==> src/hdl/lfba_pkg.sv <==
`timescale 1ns / 1ps

package lfba_pkg;

   localparam int NumBlocksDefault = 1024;
   localparam int WordBits         = 64;
   localparam int BitIdxW          = 6;
   localparam int BlockIdW         = 10;
   localparam int CfgW             = 11;
   localparam int StatusW          = 2;

   localparam logic [CfgW-1:0] DiskBlocksReset = 11'd1024;

   localparam logic MODE_ALLOC = 1'b0;
   localparam logic MODE_FREE  = 1'b1;

   localparam logic [StatusW-1:0] STATUS_ALLOCATED    = 2'd0;
   localparam logic [StatusW-1:0] STATUS_NO_FREE      = 2'd1;
   localparam logic [StatusW-1:0] STATUS_FREED        = 2'd2;
   localparam logic [StatusW-1:0] STATUS_OUT_OF_RANGE = 2'd3;

   typedef struct packed {
      logic                mode;
      logic [BlockIdW-1:0] block_id;
   } req_type;

   typedef struct packed {
      logic [StatusW-1:0]  status;
      logic [BlockIdW-1:0] granted_block;
   } rsp_type;

   typedef struct packed {
      logic [CfgW-1:0] disk_blocks;
   } csr_type;

endpackage

==> src/hdl/lfba_chan_if.sv <==
`timescale 1ns / 1ps

interface lfba_chan_if #(
   parameter type payload_type = logic
);
   logic        valid;
   logic        ready;
   payload_type payload;

   modport source (output valid, output payload, input ready);
   modport sink   (input valid, input payload, output ready);
endinterface

==> src/hdl/lfba_ram.sv <==
`timescale 1ns / 1ps

module lfba_ram #(
   parameter int WIDTH = 64,
   parameter int DEPTH = 16,
   parameter int ADDR_W = (DEPTH > 1) ? $clog2(DEPTH) : 1
) (
   input  logic              clock,
   input  logic              wr_en,
   input  logic [ADDR_W-1:0] wr_addr,
   input  logic [WIDTH-1:0]  wr_data,
   input  logic              rd_en,
   input  logic [ADDR_W-1:0] rd_addr,
   output logic [WIDTH-1:0]  rd_data
);
   logic [WIDTH-1:0] mem_ff [DEPTH];
   logic [WIDTH-1:0] rd_data_ff;

   always_ff @(posedge clock) begin
      if (wr_en) begin
         mem_ff[wr_addr] <= wr_data;
      end
      if (rd_en) begin
         rd_data_ff <= mem_ff[rd_addr];
      end
   end

   assign rd_data = rd_data_ff;
endmodule

==> src/hdl/lfba_summary.sv <==
`timescale 1ns / 1ps

module lfba_summary #(
   parameter int WORDS = 16,
   parameter int WORD_W = (WORDS > 1) ? $clog2(WORDS) : 1
) (
   input  logic              clock,
   input  logic              reset,
   input  logic              upd_en,
   input  logic [WORD_W-1:0] upd_word,
   input  logic              upd_full,
   output logic              free_found,
   output logic [WORD_W-1:0] free_word
);
   logic [WORDS-1:0] word_full_ff;
   logic [WORDS-1:0] word_full_in;

   always_comb begin
      word_full_in = word_full_ff;
      if (upd_en) begin
         word_full_in[upd_word] = upd_full;
      end
   end

   always_ff @(posedge clock) begin
      if (reset) begin
         word_full_ff <= '0;
      end else begin
         word_full_ff <= word_full_in;
      end
   end

   // lowest word that still has a free block
   always_comb begin
      free_found = 1'b0;
      free_word  = '0;
      for (int i = WORDS - 1; i >= 0; i--) begin
         if (!word_full_ff[i]) begin
            free_found = 1'b1;
            free_word  = WORD_W'(i);
         end
      end
   end
endmodule

==> src/hdl/lowest_free_block_allocator_unit.sv <==
`timescale 1ns / 1ps

// First-fit disk block allocator. The used marks live in a RAM of 64-bit words,
// with one flip-flop per word flagging a full word. An allocate item takes the
// lowest free block below min(disk_blocks, NUM_BLOCKS); a free item clears the
// mark of block_id, or reports out of range. The bitmap word is read as an item
// is taken; in the execute state it is modified and written back and the result
// register loaded, the state holding while an earlier result is not yet taken;
// no new item is taken until it leaves that state. After reset the block sweeps
// every RAM word to all free and takes no item meanwhile; disk_blocks may be
// written at any idle time and always reads the new value for the next item.
module lowest_free_block_allocator_unit #(
   parameter int NUM_BLOCKS = lfba_pkg::NumBlocksDefault
) (
   input  logic        clock,
   input  logic        reset,
   lfba_chan_if.sink   req_chan,
   lfba_chan_if.source rsp_chan,
   lfba_chan_if.sink   csr_chan
);
   import lfba_pkg::*;

   localparam int MAP_WORDS = (NUM_BLOCKS + WordBits - 1) / WordBits;
   localparam int WORD_W    = (MAP_WORDS > 1) ? $clog2(MAP_WORDS) : 1;
   localparam int SIZE_W0   = $clog2(NUM_BLOCKS + 1);
   localparam int SIZE_W    = (SIZE_W0 > CfgW) ? SIZE_W0 : CfgW;
   localparam int ID_W      = WORD_W + BitIdxW;
   localparam int CMP_W     = (ID_W > SIZE_W) ? ID_W : SIZE_W;

   localparam logic [1:0] ST_CLEAR = 2'd0;
   localparam logic [1:0] ST_IDLE  = 2'd1;
   localparam logic [1:0] ST_EXEC  = 2'd2;

   logic [1:0]          state_ff, state_in;
   logic [WORD_W-1:0]   clr_ff, clr_in;
   logic [CfgW-1:0]     disk_blocks_ff;
   logic [SIZE_W-1:0]   size;

   logic                op_mode_ff, op_mode_in;
   logic [BlockIdW-1:0] op_blk_ff, op_blk_in;
   logic [WORD_W-1:0]   op_word_ff, op_word_in;
   logic                op_found_ff, op_found_in;

   logic                rsp_valid_ff, rsp_valid_in;
   rsp_type             rsp_ff, rsp_in;

   logic                free_found;
   logic [WORD_W-1:0]   free_word;
   logic                accept;
   logic                slot_free;
   logic                finish;

   logic                ram_wr_en;
   logic [WORD_W-1:0]   ram_wr_addr;
   logic [WordBits-1:0] ram_wr_data;
   logic [WordBits-1:0] ram_rd_data;

   logic                upd_en;
   logic                upd_full;

   logic                zero_found;
   logic [BitIdxW-1:0]  zero_bit;
   logic [ID_W-1:0]     alloc_id;
   logic [WordBits-1:0] bit_mask;

   assign size = (SIZE_W'(disk_blocks_ff) > SIZE_W'(NUM_BLOCKS))
               ? SIZE_W'(NUM_BLOCKS) : SIZE_W'(disk_blocks_ff);

   assign req_chan.ready = (state_ff == ST_IDLE);
   assign accept         = req_chan.valid && (state_ff == ST_IDLE);
   assign slot_free      = !rsp_valid_ff || rsp_chan.ready;
   assign finish         = (state_ff == ST_EXEC) && slot_free;

   assign csr_chan.ready = 1'b1;
   assign rsp_chan.valid   = rsp_valid_ff;
   assign rsp_chan.payload = rsp_ff;

   lfba_summary #(
      .WORDS (MAP_WORDS),
      .WORD_W(WORD_W)
   ) u_summary (
      .clock     (clock),
      .reset     (reset),
      .upd_en    (upd_en),
      .upd_word  (op_word_ff),
      .upd_full  (upd_full),
      .free_found(free_found),
      .free_word (free_word)
   );

   lfba_ram #(
      .WIDTH (WordBits),
      .DEPTH (MAP_WORDS),
      .ADDR_W(WORD_W)
   ) u_map_ram (
      .clock  (clock),
      .wr_en  (ram_wr_en),
      .wr_addr(ram_wr_addr),
      .wr_data(ram_wr_data),
      .rd_en  (accept),
      .rd_addr(op_word_in),
      .rd_data(ram_rd_data)
   );

   // lowest clear bit of the word read back
   always_comb begin
      zero_found = 1'b0;
      zero_bit   = '0;
      for (int b = WordBits - 1; b >= 0; b--) begin
         if (!ram_rd_data[b]) begin
            zero_found = 1'b1;
            zero_bit   = BitIdxW'(b);
         end
      end
   end

   assign alloc_id = {op_word_ff, zero_bit};

   always_comb begin
      op_mode_in  = op_mode_ff;
      op_blk_in   = op_blk_ff;
      op_found_in = op_found_ff;
      op_word_in  = op_word_ff;
      if (accept) begin
         op_mode_in  = req_chan.payload.mode;
         op_blk_in   = req_chan.payload.block_id;
         op_found_in = free_found;
         op_word_in  = (req_chan.payload.mode == MODE_FREE)
                     ? WORD_W'(req_chan.payload.block_id[BlockIdW-1:BitIdxW])
                     : free_word;
      end
   end

   always_comb begin
      state_in     = state_ff;
      clr_in       = clr_ff;
      rsp_valid_in = rsp_valid_ff && !rsp_chan.ready;
      rsp_in       = rsp_ff;
      ram_wr_en    = 1'b0;
      ram_wr_addr  = op_word_ff;
      ram_wr_data  = ram_rd_data;
      upd_en       = 1'b0;
      upd_full     = 1'b0;
      bit_mask     = '0;

      case (state_ff)
         ST_CLEAR: begin
            ram_wr_en   = 1'b1;
            ram_wr_addr = clr_ff;
            ram_wr_data = '0;
            clr_in      = clr_ff + 1'b1;
            if (clr_ff == WORD_W'(MAP_WORDS - 1)) begin
               state_in = ST_IDLE;
            end
         end
         ST_IDLE: begin
            if (accept) begin
               state_in = ST_EXEC;
            end
         end
         ST_EXEC: begin
            if (finish) begin
               state_in                = ST_IDLE;
               rsp_valid_in            = 1'b1;
               rsp_in.granted_block    = '0;
               if (op_mode_ff == MODE_FREE) begin
                  bit_mask[op_blk_ff[BitIdxW-1:0]] = 1'b1;
                  if (SIZE_W'(op_blk_ff) < size) begin
                     ram_wr_en     = 1'b1;
                     ram_wr_data   = ram_rd_data & ~bit_mask;
                     upd_en        = 1'b1;
                     upd_full      = 1'b0;
                     rsp_in.status = STATUS_FREED;
                  end else begin
                     rsp_in.status = STATUS_OUT_OF_RANGE;
                  end
               end else begin
                  bit_mask[zero_bit] = 1'b1;
                  if (op_found_ff && zero_found && (CMP_W'(alloc_id) < CMP_W'(size))) begin
                     ram_wr_en            = 1'b1;
                     ram_wr_data          = ram_rd_data | bit_mask;
                     upd_en               = 1'b1;
                     upd_full             = &(ram_rd_data | bit_mask);
                     rsp_in.status        = STATUS_ALLOCATED;
                     rsp_in.granted_block = BlockIdW'(alloc_id);
                  end else begin
                     rsp_in.status = STATUS_NO_FREE;
                  end
               end
            end
         end
         default: begin
            state_in = ST_CLEAR;
            clr_in   = '0;
         end
      endcase
   end

   always_ff @(posedge clock) begin
      if (reset) begin
         state_ff       <= ST_CLEAR;
         clr_ff         <= '0;
         rsp_valid_ff   <= 1'b0;
         disk_blocks_ff <= DiskBlocksReset;
      end else begin
         state_ff     <= state_in;
         clr_ff       <= clr_in;
         rsp_valid_ff <= rsp_valid_in;
         if (csr_chan.valid) begin
            disk_blocks_ff <= csr_chan.payload.disk_blocks;
         end
      end
   end

   always_ff @(posedge clock) begin
      op_mode_ff  <= op_mode_in;
      op_blk_ff   <= op_blk_in;
      op_word_ff  <= op_word_in;
      op_found_ff <= op_found_in;
      rsp_ff      <= rsp_in;
   end
endmodule

==> src/flat_wrapper.sv <==
// flat-port wrapper written by rule: the top's interface ports become plain ports
module lowest_free_block_allocator_unit_flat import lfba_pkg::*;
#(
   parameter int NUM_BLOCKS = lfba_pkg::NumBlocksDefault
)
  (clock, reset, req_chan_valid, req_chan_payload, req_chan_ready, rsp_chan_valid, rsp_chan_payload, rsp_chan_ready, csr_chan_valid, csr_chan_payload, csr_chan_ready);
  lfba_chan_if #(.payload_type(req_type)) req_chan_i ();
  lfba_chan_if #(.payload_type(rsp_type)) rsp_chan_i ();
  lfba_chan_if #(.payload_type(csr_type)) csr_chan_i ();
  input  logic clock;
  input  logic reset;
  input wire logic [$bits(req_chan_i.valid)-1:0] req_chan_valid;
  input wire logic [$bits(req_chan_i.payload)-1:0] req_chan_payload;
  output wire logic [$bits(req_chan_i.ready)-1:0] req_chan_ready;
  output wire logic [$bits(rsp_chan_i.valid)-1:0] rsp_chan_valid;
  output wire logic [$bits(rsp_chan_i.payload)-1:0] rsp_chan_payload;
  input wire logic [$bits(rsp_chan_i.ready)-1:0] rsp_chan_ready;
  input wire logic [$bits(csr_chan_i.valid)-1:0] csr_chan_valid;
  input wire logic [$bits(csr_chan_i.payload)-1:0] csr_chan_payload;
  output wire logic [$bits(csr_chan_i.ready)-1:0] csr_chan_ready;
  assign req_chan_i.valid = req_chan_valid;
  assign req_chan_i.payload = req_chan_payload;
  assign req_chan_ready = req_chan_i.ready;
  assign rsp_chan_valid = rsp_chan_i.valid;
  assign rsp_chan_payload = rsp_chan_i.payload;
  assign rsp_chan_i.ready = rsp_chan_ready;
  assign csr_chan_i.valid = csr_chan_valid;
  assign csr_chan_i.payload = csr_chan_payload;
  assign csr_chan_ready = csr_chan_i.ready;
  lowest_free_block_allocator_unit #(.NUM_BLOCKS(NUM_BLOCKS)) u_core (.clock(clock), .reset(reset), .req_chan(req_chan_i), .rsp_chan(rsp_chan_i), .csr_chan(csr_chan_i));
endmodule
==> config.mk <==
export PLATFORM = sky130hd
export DESIGN_NAME = lowest_free_block_allocator_unit_flat
export DESIGN_NICKNAME = d
export VERILOG_FILES = /design/src/hdl/lfba_pkg.sv /design/src/hdl/lfba_chan_if.sv /design/src/hdl/lfba_ram.sv /design/src/hdl/lfba_summary.sv /design/src/hdl/lowest_free_block_allocator_unit.sv /design/src/flat_wrapper.sv
export SDC_FILE = /design/constraint.sdc
export NUM_CORES = 2
export LEC_CHECK = 0
export BUFFER_PORTS_ARGS = -buffer_cell sky130_fd_sc_hd__buf_2
export CAP_MARGIN = 20
export CORE_ASPECT_RATIO = 0.9
export CORE_MARGIN = 5
export CORE_UTILIZATION = 57
export DETAILED_ROUTE_END_ITERATION = 6
export GPL_TIMING_DRIVEN = 0
export PLACE_DENSITY = 0.8
export SYNTH_ARGS = -nofsm -noshare
export SYNTH_HDL_FRONTEND = slang
export SYNTH_SLANG_ARGS = --single-unit
==> constraint.sdc <==
create_clock -name clock -period 8.55 [get_ports clock]
set_input_delay 1.71 -clock clock [delete_from_list [all_inputs] [get_ports clock]]
set_output_delay 1.71 -clock clock [all_outputs]
set_load 0.05 [all_outputs]
==> run summary <==
Status: finished with violations
Failing checks: DRC
Cell area after synthesis: 0.04935 mm²
Area of the core: 0.08602 mm²
Die area: 0.09258 mm²
Remaining Overflow, GRT: 0
Fmax: 133.0 MHz
Area grow syn2layout: 13.35%
Initial core utilization: 57.38%
Detailed-route DRC error count: 5
Worst min-delay path class: flop to flop
Antenna-violating nets left: 0
Final period util: 87.93%
Final Hold Vio Count: 0
Worst Hold End: u_core.u_summary.word_full_ff[10]
CTS tree: yes
R2R depth: 15
H-tree depth: 3
Final GP Congestion: 1.075
Yosys warns: 0
Max cap viols: 0
Ys async rst share: 0%
DR iter-0 viols: 6072
Slew @ Worst Pin: 1295 ps
Latest clock arrival within the worst-skew pair: 700 ps
Seq/Total Area, Yosys: 69.20%
Gr usage total: 34.95%
Drt pass-1 iters: 7
Cells after Synth: 4018
Total CTS buffers: 107
Hold_sp: u_core.u_summary.word_full_ff[10]
Main flop type after synthesis: edfxtp_1
Hold-fix buffers, CTS: 0
R2r setup slk: 1030 ps
Share of layout cells above drive strength 1: 8.849%
Slew HR: 13.46%
Post-CTS Resized: 0
Largest net degree at the start of global routing: 48
Setup Skew: 36.50 ps
Syn Area/Cell: 12.28 µm²
Fin nets: 4308
Core Util, Final: 65.04%
Synthesized flop and latch total: 1150
Worst r2r src: u_core.u_map_ram.rd_data[21]
Max-slew violations: 0
Avg WL per Cell: 30.11 µm
Worst Path Arrival: 7880 ps
RR Endpoint: u_core.u_map_ram.mem_ff[4][60]
DIE HEIGHT: 289.2 µm
Unrepaired setup endpoints after global routing: false
Post-synth EDFFs: 1112
Cell row count: 102
Worst vdd ir: 0.0002334 V
Finish-stage setup viols: 0
Number of global-route vias before repair: 35670
Synth cell types: 93
Power Density: 371.7 mW/mm²
Post-Route WL: 165700 µm
Max Fanout on Critical Path: 16
Port Buf Inserts: 40
Vias post-DR: 37340
Worst setup path startpoint: u_core.u_map_ram.rd_data[21]
WHS Path Cells: 2
Worst Hold Slack: 499.9 ps
Placed cell area: 0.05245 mm²
Io pins: 42
Die width: 320.2 µm
Post-DP HPWL: 117300 µm
Placed Instances: 5285
Design area: 0.05594 mm²
Vias per Instance: 6.785
Syn_nets: 4066
CTS max path bufs: 3
WP data required: 8910 ps
Pleak: 19.48 nW
CTS root buf: clkbuf_16
Critical path launch point type: flop
Post-CTS setup buffers: 0
Post-route minimum period: 7518 ps
Clock sink count: 1150
Worst Setup End Kind: flop
Finished Layout Cells: 5503
First-pass GRT wire length: 237300 µm
Clock transition at path regs: 60 ps
Initial antenna violation count: 6
CP Class: flop to flop
## layout by cell type, fill, tap and decap left out, types with 50 or more instances in the layout
cell type and n:
a21oi_1 109, a311oi_1 259, and3_1 270, buf_2 62
clkbuf_1 248, clkbuf_16 109, edfxtp_1 1112, inv_1 50
nand2_1 1135, nor2_1 94, o21ai_0 90, or4_1 70
## per-stage QoR
stage | total power [mW] | worst slack (ps) | setup TNS (ps)
6_report | 20.80 | 1032 | 0
4_1_cts | 20.45 | 1583 | 0
3_5_place_dp | 15.88 | 1626 | 0
5_1_grt | 21.41 | 1270 | 0
2_1_floorplan | 12.28 | 1341 | 0
3_3_place_gp | 15.22 | -3248 | -2532510
## final cells by class
type / count / area [µm²]
Fill cell: 6116 / 30070
Inverter: 54 / 205.2
Multi-Input combinational cell: 2541 / 14100
Buffer: 273 / 1107
Clock buffer: 139 / 2860
Sequential cell: 1150 / 34150
Antenna cell: 8 / 20.02
Clock inverter: 61 / 500.5
Tap cell: 1144 / 1431
Timing Repair Buffer: 133 / 1565
## worst max-delay path, stage by stage (launching register included)
cell	delay (ps)
edfxtp_1	570
nand4_1	510
or3_1	520
a21oi_1	280
o22a_2	320
inv_1	250
ha_1	280
nor4b_1	790
o21ai_0	270
o21bai_1	230
a21oi_1	600
and2_1	220
clkbuf_1	680
nand2_1	610
nor3_1	310
o2bb2a_1	700
## where the power goes
group	total (mW)	switching (mW)	internal, mW
sequential	8.05	0.272	7.78
combinational	8.14	6.02	2.12
clock	4.61	2.04	2.57
## cells in the mapped netlist, types with 22 or more instances
| cell | instances | area [µm²] |
|---|---|---|
| inv_1 | 51 | 191.4 |
| nand4_1 | 45 | 281.5 |
| nand3b_1 | 22 | 165.2 |
| o21ai_0 | 107 | 535.5 |
| a31oi_1 | 38 | 237.7 |
| a311oi_1 | 259 | 2268 |
| edfxtp_1 | 1112 | 33390 |
| nand2_1 | 1135 | 4260 |
| nor2_1 | 106 | 397.9 |
| a21oi_1 | 109 | 545.5 |
| clkbuf_1 | 225 | 844.6 |
| nand3_1 | 48 | 240.2 |
| nor3_1 | 28 | 140.1 |
| dfxtp_1 | 38 | 760.7 |
| and3_1 | 270 | 1689 |
| or4_1 | 70 | 525.5 |
## metal layers
layer	GRT usage, %	up-vias	routed length (µm)
li1	-	15650	-
met3	8.948	527	22440
met1	48.46	18130	61570
met2	52.93	3025	72460
met4	15.80	4	9227
met5	0	-	29
## flip-flops by register name (all words and copies together), names as in the netlist
| signal | cells |
|---|---|
| u_core.u_map_ram.mem_ff | 1024 |
| u_core.u_map_ram.rd_data | 64 |
| u_core.u_summary.word_full_ff | 16 |
| u_core.rsp_chan.payload | 12 |
| u_core.disk_blocks_ff | 11 |
| u_core.op_blk_ff | 10 |
| u_core.clr_ff | 4 |
| u_core.op_word_ff | 4 |
| u_core.state_ff | 2 |
| u_core.op_found_ff | 1 |
| u_core.op_mode_ff | 1 |
| u_core.rsp_chan.valid | 1 |
## kinds of logic (layout without fill, tap and decap cells)
group	count (synthesis)	count (layout)	synth area share (%)
flops	1150	1150	69.20
mux	13	13	0.2636
simple gates	1826	1826	17.25
compound gates	680	680	10.10
fa+ha+maj	21	21	0.5324
buf+inv	327	660	2.642
other cells	1	9	0.007598
## worst max-delay path by stage
stage	end	slack, ps	depth (start not counted)
floorplan	u_core.u_map_ram.mem_ff[15][0]	1340	17
global placement	u_core.u_map_ram.mem_ff[15][34]	-3250	17
detailed placement	u_core.u_map_ram.mem_ff[3][34]	1630	15
CTS	u_core.u_map_ram.mem_ff[2][34]	1580	15
global route	u_core.u_map_ram.mem_ff[4][60]	1270	16
finish	u_core.u_map_ram.mem_ff[4][60]	1030	15
(Power assumes the default switching activity.)
